### src/rtl/core/csi_parameter_parser_macros.svh
// Assertion helpers for the CSI parameter parser.
`ifndef CSI_PARAMETER_PARSER_MACROS_SVH
`define CSI_PARAMETER_PARSER_MACROS_SVH

// Checked only while out of reset.
`define CSI_PP_ASSERT(lbl, prop, msg) \
    lbl: assert property (@(posedge aclk) disable iff (!aresetn) prop) else $error(msg);

// Checked on every edge, reset included.
`define CSI_PP_ASSERT_ALWAYS(lbl, prop, msg) \
    lbl: assert property (@(posedge aclk) prop) else $error(msg);

`endif

### src/rtl/core/csi_pp_pkg.sv
package csi_pp_pkg;

    typedef struct packed {
        logic               kind;
        logic [3:0]         arg_index;
        logic signed [31:0] arg_value;
        logic               private_flag;
        logic [7:0]         final_char;
        logic [7:0]         intermediate_char;
        logic [4:0]         arg_count;
        logic               last;
    } result_t;

    localparam logic [7:0] CH_SEMI  = 8'h3B;
    localparam logic [7:0] CH_COLON = 8'h3A;
    localparam logic [7:0] CH_QMARK = 8'h3F;
    localparam logic [7:0] CH_PLUS  = 8'h2B;
    localparam logic [7:0] CH_MINUS = 8'h2D;
    localparam logic [7:0] CH_SPACE = 8'h20;
    localparam logic [7:0] CH_TAB   = 8'h09;
    localparam logic [7:0] CH_CR    = 8'h0D;
    localparam logic [7:0] CH_ZERO  = 8'h30;
    localparam logic [7:0] CH_NINE  = 8'h39;

    localparam logic KIND_ARG     = 1'b0;
    localparam logic KIND_SUMMARY = 1'b1;

    // Output queue holds a few results so the input side keeps moving.
    localparam int OUTQ_DEPTH = 4;

    function automatic logic is_space(input logic [7:0] c);
        return (c == CH_SPACE) || (c >= CH_TAB && c <= CH_CR);
    endfunction

    function automatic logic is_digit(input logic [7:0] c);
        return (c >= CH_ZERO) && (c <= CH_NINE);
    endfunction

    function automatic logic signed [31:0] arg_val(input logic ovf, input logic neg,
                                                   input logic [30:0] mag);
        logic [31:0] m;
        m = {1'b0, mag};
        if (ovf) begin
            return -32'sd1;
        end else if (neg) begin
            return $signed(32'd0 - m);
        end
        return $signed(m);
    endfunction

endpackage

### src/rtl/core/csi_parameter_parser.sv
// CSI parameter parser: takes the body of a CSI escape one byte per beat and
// returns each parsed argument as a result beat, plus a summary beat (last = 1)
// on the beat that ends the buffer. One input beat is accepted per cycle; each
// beat is parsed from the input register once the output queue has room, and its
// zero, one or two results go into a four-entry output queue. Results leave one
// per cycle while the sink is ready, from the head of the queue; the input side
// only stalls when the queue has fewer than two free places, which happens when
// the sink is slow or when beats yielding two results come in a row.
module csi_parameter_parser #(
    parameter int MAX_ARGS = 16
) (
    input  logic               aclk,
    input  logic               aresetn,
    input  logic               s_valid,
    output logic               s_ready,
    input  logic [7:0]         s_data_byte,
    input  logic               s_has_byte,
    input  logic               s_end_of_buffer,
    output logic               m_valid,
    input  logic               m_ready,
    output logic               m_kind,
    output logic [3:0]         m_arg_index,
    output logic signed [31:0] m_arg_value,
    output logic               m_private_flag,
    output logic [7:0]         m_final_char,
    output logic [7:0]         m_intermediate_char,
    output logic [4:0]         m_arg_count,
    output logic               m_last
);
    import csi_pp_pkg::*;

`include "csi_parameter_parser_macros.svh"

    logic       in_valid_reg, in_valid_next;
    logic [7:0] byte_reg;
    logic       has_reg;
    logic       eob_reg;
    logic       advance;
    logic       room_two;
    logic       pop;
    logic [1:0] res_count;
    logic [1:0] push_n;
    result_t    res0, res1, head;

    assign advance       = in_valid_reg && room_two;
    assign s_ready       = !in_valid_reg || advance;
    assign in_valid_next = (s_valid && s_ready) || (in_valid_reg && !advance);
    assign push_n        = advance ? res_count : 2'd0;
    assign pop           = m_valid && m_ready;

    always_ff @(posedge aclk) begin
        if (!aresetn) begin
            in_valid_reg <= 1'b0;
        end else begin
            in_valid_reg <= in_valid_next;
        end
    end

    always_ff @(posedge aclk) begin
        if (s_valid && s_ready) begin
            byte_reg <= s_data_byte;
            has_reg  <= s_has_byte;
            eob_reg  <= s_end_of_buffer;
        end
    end

    csi_pp_core #(
        .MAX_ARGS(MAX_ARGS)
    ) u_core (
        .aclk          (aclk),
        .aresetn       (aresetn),
        .step_en       (advance),
        .data_byte     (byte_reg),
        .has_byte      (has_reg),
        .end_of_buffer (eob_reg),
        .res0          (res0),
        .res1          (res1),
        .res_count     (res_count)
    );

    csi_pp_outq u_outq (
        .aclk      (aclk),
        .aresetn   (aresetn),
        .push_n    (push_n),
        .push0     (res0),
        .push1     (res1),
        .pop       (pop),
        .room_two  (room_two),
        .not_empty (m_valid),
        .head      (head)
    );

    assign m_kind              = head.kind;
    assign m_arg_index         = head.arg_index;
    assign m_arg_value         = head.arg_value;
    assign m_private_flag      = head.private_flag;
    assign m_final_char        = head.final_char;
    assign m_intermediate_char = head.intermediate_char;
    assign m_arg_count         = head.arg_count;
    assign m_last              = head.last;

    // accepted beat lands in the input register
    `CSI_PP_ASSERT(a_capture, s_valid && s_ready |=> in_valid_reg, "accepted beat not captured")
    // a stalled beat stays put until the queue has room
    `CSI_PP_ASSERT(a_hold, in_valid_reg && !advance |=> in_valid_reg && $stable(byte_reg) && $stable(eob_reg), "stalled beat lost")
    // summary beats and only summary beats close a run
    `CSI_PP_ASSERT_ALWAYS(a_last_kind, m_valid |-> (m_last == m_kind), "last flag disagrees with kind")

endmodule

### src/rtl/core/csi_pp_core.sv
module csi_pp_core #(
    parameter int MAX_ARGS = 16
) (
    input  logic                aclk,
    input  logic                aresetn,
    input  logic                step_en,
    input  logic [7:0]          data_byte,
    input  logic                has_byte,
    input  logic                end_of_buffer,
    output csi_pp_pkg::result_t res0,
    output csi_pp_pkg::result_t res1,
    output logic [1:0]          res_count
);
    import csi_pp_pkg::*;

    localparam int CW = $clog2(MAX_ARGS + 1);
    localparam logic [CW-1:0] ArgLimit = CW'(MAX_ARGS);

    localparam logic [2:0] PH_START  = 3'd0;
    localparam logic [2:0] PH_WS     = 3'd1;
    localparam logic [2:0] PH_SIGN   = 3'd2;
    localparam logic [2:0] PH_DIGITS = 3'd3;
    localparam logic [2:0] PH_NEXT   = 3'd4;
    localparam logic [2:0] PH_IDLE   = 3'd5;

    logic [2:0]    phase_reg, phase_next;
    logic          private_reg, private_next;
    logic          colon_reg, colon_next;
    logic [CW-1:0] cnt_reg, cnt_next;
    logic [30:0]   mag_reg, mag_next;
    logic          ovf_reg, ovf_next;
    logic          neg_reg, neg_next;
    logic [7:0]    tfirst_reg, tfirst_next;
    logic [7:0]    tsecond_reg, tsecond_next;
    logic [1:0]    tseen_reg, tseen_next;
    logic [7:0]    stop_reg, stop_next;
    logic [7:0]    nchar_reg, nchar_next;

    // state after the byte of this beat
    logic [2:0]    ph_m, ph_eff;
    logic          prv_m, col_m, ovf_m, neg_m;
    logic [CW-1:0] cnt_m;
    logic [30:0]   mag_m;
    logic [7:0]    tf_m, ts_m, stop_m, nc_m;
    logic [1:0]    tn_m;
    logic          take, do_after, byte_emit;
    logic signed [31:0] b_val;
    logic [34:0]   prod;
    logic [7:0]    sep;

    // end-of-buffer handling
    logic          eob_emit;
    logic signed [31:0] e_val;
    logic [CW-1:0] cnt_f;
    logic [7:0]    stop_f, nc_f;
    logic [CW+4:0] cnt_f_ext;

    result_t b_res, e_res, s_res;

    function automatic result_t mk_arg(input logic [CW-1:0] cnt_in,
                                       input logic signed [31:0] v, input logic prv);
        logic [CW+4:0] pre;
        logic [CW+4:0] post;
        result_t r;
        pre                 = {5'd0, cnt_in};
        post                = pre + 1'b1;
        r.kind              = KIND_ARG;
        r.arg_index         = pre[3:0];
        r.arg_value         = v;
        r.private_flag      = prv;
        r.final_char        = 8'd0;
        r.intermediate_char = 8'd0;
        r.arg_count         = post[4:0];
        r.last              = 1'b0;
        return r;
    endfunction

    assign prod = {1'b0, mag_reg, 3'b000} + {3'b000, mag_reg, 1'b0} + {31'd0, data_byte[3:0]};

    always_comb begin
        ph_m      = phase_reg;
        prv_m     = private_reg;
        col_m     = colon_reg;
        cnt_m     = cnt_reg;
        mag_m     = mag_reg;
        ovf_m     = ovf_reg;
        neg_m     = neg_reg;
        tf_m      = tfirst_reg;
        ts_m      = tsecond_reg;
        tn_m      = tseen_reg;
        stop_m    = stop_reg;
        nc_m      = nchar_reg;
        take      = has_byte;
        do_after  = 1'b0;
        byte_emit = 1'b0;
        b_val     = 32'sd0;
        sep       = CH_SEMI;
        ph_eff    = (phase_reg == PH_START) ? PH_WS : phase_reg;

        // token state is already clear at the start of a sequence
        if (has_byte && phase_reg == PH_START) begin
            ph_m = PH_WS;
            if (data_byte == CH_QMARK) begin
                prv_m = 1'b1;
                take  = 1'b0;
            end
        end

        if (take) begin
            case (ph_eff)
                PH_WS, PH_SIGN: begin
                    if (is_digit(data_byte)) begin
                        ph_m  = PH_DIGITS;
                        mag_m = {27'd0, data_byte[3:0]};
                    end else if (ph_eff == PH_WS && (is_space(data_byte) ||
                                 data_byte == CH_PLUS || data_byte == CH_MINUS)) begin
                        if (tseen_reg == 2'd0) begin
                            tf_m = data_byte;
                        end else if (tseen_reg == 2'd1) begin
                            ts_m = data_byte;
                        end
                        if (tseen_reg < 2'd2) begin
                            tn_m = tseen_reg + 2'd1;
                        end
                        if (data_byte == CH_MINUS) begin
                            neg_m = 1'b1;
                        end
                        if (!is_space(data_byte)) begin
                            ph_m = PH_SIGN;
                        end
                    end else begin
                        byte_emit = 1'b1;
                        cnt_m     = cnt_reg + 1'b1;
                        if (tseen_reg == 2'd0) begin
                            do_after = 1'b1;
                        end else begin
                            stop_m = tfirst_reg;
                            nc_m   = (tseen_reg >= 2'd2) ? tsecond_reg : data_byte;
                            ph_m   = PH_IDLE;
                        end
                    end
                end
                PH_DIGITS: begin
                    if (is_digit(data_byte)) begin
                        if (!ovf_reg) begin
                            if (prod[34:31] != 4'd0) begin
                                ovf_m = 1'b1;
                            end else begin
                                mag_m = prod[30:0];
                            end
                        end
                    end else begin
                        byte_emit = 1'b1;
                        b_val     = arg_val(ovf_reg, neg_reg, mag_reg);
                        cnt_m     = cnt_reg + 1'b1;
                        do_after  = 1'b1;
                    end
                end
                PH_NEXT: begin
                    nc_m = data_byte;
                    ph_m = PH_IDLE;
                end
                default: begin
                end
            endcase
        end

        if (do_after) begin
            col_m = colon_reg | (data_byte == CH_COLON);
            sep   = col_m ? CH_COLON : CH_SEMI;
            if (data_byte != sep || cnt_m >= ArgLimit) begin
                stop_m = data_byte;
                ph_m   = PH_NEXT;
            end else begin
                ph_m  = PH_WS;
                mag_m = 31'd0;
                ovf_m = 1'b0;
                neg_m = 1'b0;
                tn_m  = 2'd0;
                tf_m  = 8'd0;
                ts_m  = 8'd0;
            end
        end
    end

    always_comb begin
        eob_emit = 1'b0;
        e_val    = 32'sd0;
        cnt_f    = cnt_m;
        stop_f   = stop_m;
        nc_f     = nc_m;
        case (ph_m)
            PH_WS, PH_SIGN: begin
                if (tn_m != 2'd0) begin
                    eob_emit = 1'b1;
                    cnt_f    = cnt_m + 1'b1;
                    stop_f   = tf_m;
                    nc_f     = (tn_m >= 2'd2) ? ts_m : 8'd0;
                end else begin
                    stop_f = 8'd0;
                    nc_f   = 8'd0;
                end
            end
            PH_DIGITS: begin
                eob_emit = 1'b1;
                e_val    = arg_val(ovf_m, neg_m, mag_m);
                cnt_f    = cnt_m + 1'b1;
                stop_f   = 8'd0;
                nc_f     = 8'd0;
            end
            PH_NEXT: begin
                nc_f = 8'd0;
            end
            PH_IDLE: begin
            end
            default: begin
                stop_f = 8'd0;
                nc_f   = 8'd0;
            end
        endcase
    end

    assign cnt_f_ext = {5'd0, cnt_f};

    always_comb begin
        b_res = mk_arg(cnt_reg, b_val, prv_m);
        e_res = mk_arg(cnt_m, e_val, prv_m);
        s_res.kind              = KIND_SUMMARY;
        s_res.arg_index         = 4'd0;
        s_res.arg_value         = 32'sd0;
        s_res.private_flag      = prv_m;
        s_res.final_char        = stop_f;
        s_res.intermediate_char = nc_f;
        s_res.arg_count         = cnt_f_ext[4:0];
        s_res.last              = 1'b1;

        // at most two results: a byte and an end-of-buffer argument never coincide
        res0 = s_res;
        res1 = s_res;
        if (byte_emit) begin
            res0 = b_res;
            res1 = eob_emit ? e_res : s_res;
        end else if (eob_emit) begin
            res0 = e_res;
        end
        if (end_of_buffer) begin
            res_count = (byte_emit || eob_emit) ? 2'd2 : 2'd1;
        end else begin
            res_count = byte_emit ? 2'd1 : 2'd0;
        end
    end

    always_comb begin
        if (end_of_buffer) begin
            phase_next   = PH_START;
            private_next = 1'b0;
            colon_next   = 1'b0;
            cnt_next     = '0;
            mag_next     = 31'd0;
            ovf_next     = 1'b0;
            neg_next     = 1'b0;
            tfirst_next  = 8'd0;
            tsecond_next = 8'd0;
            tseen_next   = 2'd0;
            stop_next    = 8'd0;
            nchar_next   = 8'd0;
        end else begin
            phase_next   = ph_m;
            private_next = prv_m;
            colon_next   = col_m;
            cnt_next     = cnt_m;
            mag_next     = mag_m;
            ovf_next     = ovf_m;
            neg_next     = neg_m;
            tfirst_next  = tf_m;
            tsecond_next = ts_m;
            tseen_next   = tn_m;
            stop_next    = stop_m;
            nchar_next   = nc_m;
        end
    end

    always_ff @(posedge aclk) begin
        if (!aresetn) begin
            phase_reg   <= PH_START;
            private_reg <= 1'b0;
            colon_reg   <= 1'b0;
            cnt_reg     <= '0;
            mag_reg     <= 31'd0;
            ovf_reg     <= 1'b0;
            neg_reg     <= 1'b0;
            tfirst_reg  <= 8'd0;
            tsecond_reg <= 8'd0;
            tseen_reg   <= 2'd0;
            stop_reg    <= 8'd0;
            nchar_reg   <= 8'd0;
        end else if (step_en) begin
            phase_reg   <= phase_next;
            private_reg <= private_next;
            colon_reg   <= colon_next;
            cnt_reg     <= cnt_next;
            mag_reg     <= mag_next;
            ovf_reg     <= ovf_next;
            neg_reg     <= neg_next;
            tfirst_reg  <= tfirst_next;
            tsecond_reg <= tsecond_next;
            tseen_reg   <= tseen_next;
            stop_reg    <= stop_next;
            nchar_reg   <= nchar_next;
        end
    end

endmodule

### src/rtl/core/csi_pp_outq.sv
module csi_pp_outq (
    input  logic                aclk,
    input  logic                aresetn,
    input  logic [1:0]          push_n,
    input  csi_pp_pkg::result_t push0,
    input  csi_pp_pkg::result_t push1,
    input  logic                pop,
    output logic                room_two,
    output logic                not_empty,
    output csi_pp_pkg::result_t head
);
    import csi_pp_pkg::*;

    localparam int PW = $clog2(OUTQ_DEPTH);
    localparam int CNTW = $clog2(OUTQ_DEPTH + 1);

    result_t         mem [OUTQ_DEPTH];
    logic [PW-1:0]   wr_reg, wr_next;
    logic [PW-1:0]   rd_reg, rd_next;
    logic [CNTW-1:0] count_reg, count_next;
    logic [PW-1:0]   wr_plus1;

    assign wr_plus1   = wr_reg + 1'b1;
    assign wr_next    = wr_reg + PW'(push_n);
    assign rd_next    = rd_reg + PW'(pop);
    assign count_next = count_reg + CNTW'(push_n) - CNTW'(pop);
    assign room_two   = count_reg <= CNTW'(OUTQ_DEPTH - 2);
    assign not_empty  = count_reg != '0;
    assign head       = mem[rd_reg];

    always_ff @(posedge aclk) begin
        if (push_n != 2'd0) begin
            mem[wr_reg] <= push0;
        end
        if (push_n == 2'd2) begin
            mem[wr_plus1] <= push1;
        end
    end

    always_ff @(posedge aclk) begin
        if (!aresetn) begin
            wr_reg    <= '0;
            rd_reg    <= '0;
            count_reg <= '0;
        end else begin
            wr_reg    <= wr_next;
            rd_reg    <= rd_next;
            count_reg <= count_next;
        end
    end

endmodule
### config.mk
export PLATFORM = sky130hd
export DESIGN_NAME = csi_parameter_parser
export DESIGN_NICKNAME = d
export VERILOG_FILES = /design/src/rtl/core/csi_pp_pkg.sv /design/src/rtl/core/csi_parameter_parser.sv /design/src/rtl/core/csi_pp_core.sv /design/src/rtl/core/csi_pp_outq.sv
export VERILOG_INCLUDE_DIRS = /design/src /design/src/rtl/core
export SDC_FILE = /design/constraint.sdc
export NUM_CORES = 1
export LEC_CHECK = 0
export BUFFER_PORTS_ARGS = -buffer_cell sky130_fd_sc_hd__buf_2
export CAP_MARGIN = 25
export CORE_ASPECT_RATIO = 0.9
export CORE_MARGIN = 5
export CORE_UTILIZATION = 30
export CTS_CLUSTER_SIZE = 20
export DETAILED_ROUTE_END_ITERATION = 12
export SLEW_MARGIN = 20
export SYNTH_ARGS = -nofsm -noshare
export SYNTH_HDL_FRONTEND = slang
export SYNTH_SLANG_ARGS = --single-unit
### constraint.sdc
create_clock -name aclk -period 8.2 [get_ports aclk]
set_input_delay 0.41 -clock aclk [delete_from_list [all_inputs] [get_ports aclk]]
set_output_delay 0.41 -clock aclk [all_outputs]
set_load 0.005 [all_outputs]
## Word level (Yosys, flattened, before mapping)

Memories as Yosys holds them, arrays and structs flattened. A register that Yosys moved wholly into a read port is not among the register bits.
Index checks and enable logic that the tools add are counted.

| storage, ports and cells | value |
|---|---|
| input port bits | 14 |
| word-level logic and storage cells | 228 |
| memories kept | 1 |
| bits in registers | 95 |
| RAM bits | 240 |

Memories:

| memory | depth | bits a word | read ports | clocked after Yosys merged registers in | wr ports | RTL line | RTL |
|---|---|---|---|---|---|---|---|
| u_outq.mem | 4 | 60 | 1 | 1 | 2 | csi_pp_outq.sv:17 | `result_t mem [OUTQ_DEPTH];` |

| operators by class | value |
|---|---|
| bitwise gates (word level) | 1 |
| mux-type cells | 139 |
| equality and inequality tests | 17 |
| reduce and logical (&&, ||, !) cells | 28 |
| $add $sub $neg | 14 |
| order comparisons | 9 |

Operators by type and width:

| kind | number |
|---|---|
| 32-bit 2-to-1 mux | 10 |
| 8-bit 2-to-1 mux | 34 |
| 31-bit 2-to-1 mux | 8 |
| 60-bit 2-to-1 mux | 3 |
| 1-bit by 31-bit subtractor with 32-bit output, first input constant | 2 |
| 31-bit one-hot mux with 2 select lines | 1 |
| 8-bit one-hot mux with 2 select lines | 3 |
| 1-bit 2-to-1 mux | 46 |
| 8-bit by 6-bit == test with 1-bit output, second input constant | 5 |
| 34-bit by 32-bit adder with 35-bit output | 1 |
| 35-bit by 4-bit adder with 35-bit output | 1 |
| 3-bit 2-to-1 mux | 10 |
| 5-bit 2-to-1 mux | 6 |
| 2-bit 2-to-1 mux | 12 |
| 5-bit by 1-bit adder with 5-bit output, second input constant | 4 |
| 5-bit one-hot mux with 2 select lines | 2 |
| 3-bit by 2-bit == test with 1-bit output, second input constant | 4 |
| 3-bit == test, second input constant | 3 |
| 8-bit by 4-bit >= comparator with 1-bit output, second input constant | 1 |
| 8-bit by 6-bit >= comparator with 1-bit output, second input constant | 1 |
| 8-bit by 4-bit <= comparator with 1-bit output, second input constant | 1 |
| 8-bit by 6-bit <= comparator with 1-bit output, second input constant | 1 |
| 1-bit logical AND | 8 |
| 8-bit inequality test | 1 |
| 24 further kinds | 40 |

## Depth between registers and ports, before layout

| depth | value |
|---|---|
| depth after elaboration | 24 |
| mapped depth | 20 |
| depth with buffers taken out | 18 |

## By module

From an unflattened synthesis, not the netlist that was laid out.

| second synthesis, totals | value |
|---|---|
| cell total of the unflattened synthesis | 2073 |
| area, all modules | 22497.8 um2 |

By module, submodules not included:

| module | area each (um2) | cells each | seq. area each (um2) | times used |
|---|---|---|---|---|
| csi_pp_outq | 12007.8 | 625 | 7347.0 | 1 |
| csi_pp_core | 10103.4 | 1429 | 1541.5 | 1 |
| csi_parameter_parser | 386.6 | 19 | 320.3 | 1 |

## Worst setup path before layout

No wires, ideal clock.

| path | value |
|---|---|
| path type | flip-flop to flip-flop |
| start | register byte_reg[2] |
| end | memory u_outq.mem[1][0] (netlist bit) (enable) |
| arrival | 8263 ps |
| setup time | 622 ps |
| slack | -685 ps |
| cell stages (with the launch flop) | 13 |
| data required time | 7578 ps |
| path buffers | 1 |
| path through | edfxtp_1 -> clkbuf_1 -> xor2_1 -> a22o_1 -> a32o_1 -> and2_1 -> nor3_1 -> a31oi_1 -> xor2_1 -> a31oi_1 -> nand2_1 -> nor2_1 -> nor4_1 |

RTL lines:

| item | RTL line | RTL |
|---|---|---|
| start: declaration | csi_parameter_parser.sv:35 | `logic [7:0] byte_reg;` |
| start signal: assignment | csi_parameter_parser.sv:61 | `byte_reg <= s_data_byte;` |
| end: declaration | csi_pp_outq.sv:17 |  |

==> impl_metrics.py <==
metrics = {
    "synthesis": {
        "synth_mux_area_share_pct": 7.99,
        "yosysSeqAreaShare_pct": 45.8,
        "yosys.area_share.simple_pct": 17.4,
        "yosys.area.top_type": "edfxtp_1",
        "synth_fp_nets": 2081,
        "synth_most_common_cell": "nor2_1",
        "synthAdderAreaFrac_pct": 4.91,
        "synth.area.top_cells": "edfxtp_1 37%, dfxtp_1 8.6%, nor2_1 6.8%, mux4_2 6.7%, ha_1 4.6%",
        "syn-cell-area_um2": 19800,
        "synth_cell_types": 86,
        "avgSynthCellArea_um2": 9.96,
        "synthXorXnorAreaFrac_pct": 4.02,
        "netlist.area_leader.share_pct": 37.3,
        "ys_ff_latch": 331,
        "synth_edf_count": 246,
        "synth_common_cells": "360 x nor2_1, 246 x edfxtp_1, 145 x nand2_1",
        "synth-main-ff-cell": "edfxtp_1",
        "synth_compound_area_share_pct": 16.7,
        "synthCells": 1991,
        "yosys_warnings": 0,
        "async_flop_share_pct": 0,
        "synth_top_family_by_area": "simple AND/OR/NAND/NOR gates",
    },
    "power_and_ir_drop": {
        "internal-power_mw": 3.18,
        "swShare_pct": 27.5,
        "p_leak_nw": 8.21,
        "ir_worst_vdd_uv": 125,
        "combPwrFrac_pct": 18.2,
        "p_clk_share_pct": 37.4,
        "p_per_area_nw_per_um2": 197,
        "p_sw_mw": 1.21,
        "power_mw": 4.39,
        "pwr-share-seq_pct": 44.4,
    },
    "run_status": {
        "status": "completed",
    },
    "timing": {
        "hold_viol_final": 0,
        "post-route-period-util_pct": 77.5,
        "setup_ws_ns": 1.85,
        "setup_tns_ns": 0,
        "slew-limit-headroom_pct": 27.5,
        "period_needed_ns": 6.35,
        "worst_pin_slew_ns": 1.09,
        "drv_slew": 0,
        "maxClockFrequency_mhz": 157,
        "rsz0062_at_grt": "false",
        "setup_viol": 0,
        "clock_skew_ns": 0.0318,
    },
    "setup_path": {
        "start_kind": "flip-flop",
        "critPathLaunch": "byte_reg[3]",
        "crit_end": "u_outq.mem[2][54]",
        "cp_slowest_cell": "or4_1",
        "path_cells": "fa_1 > fa_1 > a21o_1 > a221o_1 > nand4_2 > o2111ai_2 > a221o_1 > a21o_1 > nor3_1 > mux2_2 > o21a_1 > or4_1 > or4_4 > a31oi_4 > nor2_1",
        "r2r_end": "u_outq.mem[2][54]",
        "reg2reg_depth": 15,
        "crit_family": "compound AO/OA/AOI/OAI gates",
        "crit_cells": 15,
        "required_ns": 8.47,
        "path_class": "flip-flop to flip-flop",
        "end_kind": "flip-flop",
        "rr_startpoint": "byte_reg[3]",
        "cpPeakStageDelay_ns": 0.68,
        "crit_buf_inv": 0,
        "ff2ff_setup_slack_ns": 1.85,
        "crit_fanout": 13,
        "cp.arrival_ns": 6.62,
    },
    "route": {
        "viasPerCell": 5.56,
        "first_pass_iters": 7,
        "ant_nets": 0,
        "drtIter0Drc": 1444,
        "drcViolationCount": 0,
        "via_count": 16100,
        "wl_per_cell_um": 20.9,
        "wl_mm": 60.7,
    },
    "clocking": {
        "worstSkewPairLatency_ns": 0.56,
        "clockBufferDepth": 3,
        "clock-sinks": 331,
        "htreeDepth": 2,
        "cts-root-buf": "clkbuf_16",
        "cts_buffers": 36,
        "cts_tree": "done",
        "path_clk_slew_ns": 0.06,
    },
    "placed_design": {
        "dpl_worst_slack_ns": 1.81,
        "gp_congestion": 0.919,
        "io_buffers": 75,
        "placed_cell_area_um2": 21100,
        "dpl.hpwl_mm": 43.3,
    },
    "global_route": {
        "grt_pass1_wl_mm": 93.5,
        "grt_pass1_vias": 15500,
        "met1_usage_pct": 25.1,
        "grt_usage_pct": 16.5,
        "grt_max_degree": 73,
        "gr-usage-met3_pct": 2.71,
        "use_met2_pct": 24.7,
        "busiest_layer": "met1",
        "antenna_found_initial": 4,
        "grt_overflow": 0,
    },
    "finish": {
        "nets": 2100,
        "design_area_um2": 22300,
        "largest_reg_flops": 236,
        "area_growth_pct": 12.5,
        "drive_gt1_share_pct": 12.9,
    },
    "floorplan": {
        "die_y_um": 254,
        "coreArea_um2": 65500,
        "die-area_um2": 71300,
        "pin_count": 76,
        "die-width_um": 281,
        "initial_core_util_pct": 30.3,
        "rows": 89,
    },
    "run": {
        "maxCapViolCount": 0,
    },
    "worst_hold_path": {
        "hold_depth": 1,
        "hp-class": "input port to flip-flop",
    },
}
## how the worst min path moves through the flow
stage	from	to	slack, ns
CTS	s_data_byte[1]	byte_reg[1]	0.01
finish	s_data_byte[7]	byte_reg[7]	0.04
detailed placement	u_core.tfirst_reg[7]	u_core.tfirst_reg[7]	0.44
global placement	u_core.tfirst_reg[7]	u_core.tfirst_reg[7]	0.44
floorplan	u_core.tfirst_reg[4]	u_core.tfirst_reg[4]	0.42
global route	s_data_byte[7]	byte_reg[7]	0.02
## routing by layer
layer / up-vias / wire, µm
li1: 7503 / -
met1: 7913 / 28600
met2: 616 / 26700
met3: 78 / 4350
met4: 6 / 1040
met5: - / 34
## repair_timing
action                    4_1_cts  5_1_grt
gates resized for setup         0        0
hold buffers                    4        0
setup buffers                   0        0
hold endpoints to repair        4        0
## worst register-to-register path, stage by stage, from the launching register on
cell and delay (ns):
edfxtp_1 0.59, fa_1 0.60, fa_1 0.48, a21o_1 0.20, a221o_1 0.40, nand4_2 0.18, o2111ai_2 0.18, a221o_1 0.46
a21o_1 0.29, nor3_1 0.45, mux2_2 0.44, o21a_1 0.29, or4_1 0.69, or4_4 0.55, a31oi_4 0.21, nor2_1 0.08
## per-stage QoR
step / util, % / std cells / hold WS, ns
after floorplan: - / 1991 / 0.422
after global placement: 32.2 / 2832 / 0.439
after detailed placement: 32.2 / 2832 / 0.443
after CTS: 34.0 / 2900 / 0.0102
after global routing: 34.1 / 2900 / 0.0198
final: 34.1 / 2901 / 0.0385
## cells by family after synthesis
group | after synthesis
adders and majority gates | 76
buffers and inverters | 157
xor gates and xnor gates | 91
and+or+nand+nor | 751
DFF | 331
AOI/OAI and AO/OA | 501
muxes | 84
## power groups by stage
| stage | combinational [mW] | clock (mW) | sequential, mW |
|---|---|---|---|
| after global placement | 0.815 | 0 | 1.98 |
| final | 0.800 | 1.64 | 1.95 |
| after global routing | 0.871 | 1.75 | 1.96 |
| after CTS | 0.822 | 1.68 | 1.95 |
| after floorplan | 0.542 | 0 | 1.93 |
| after detailed placement | 0.817 | 0 | 1.99 |
## placed cells by master, fill, tap and decap left out, types with 32 or more instances in the layout
master / synthesis / final
nor3_1: 50 / 48
xor2_1: 32 / 32
a22oi_1: 76 / 76
edfxtp_1: 246 / 246
nand3_1: 32 / 32
ha_1: 73 / 73
xnor2_1: 59 / 59
o21ai_0: 103 / 103
a21oi_1: 118 / 117
dfxtp_1: 85 / 83
buf_2: 4 / 75
mux4_2: 59 / 59
clkbuf_16: 0 / 36
nand2_1: 145 / 144
nor2_1: 360 / 356
## cell type report
class                   instances  area [µm²]
diodes                          1        2.50
clock buffers                  45         945
clock inverters                19         233
fillers                      6595       43200
inverters                      30         113
multi-input cells            1503       10200
flip-flops and latches        331        9090
well taps                     864        1080
repair buffers                108         633
Note: power is estimated with default switching activity, not from simulation.
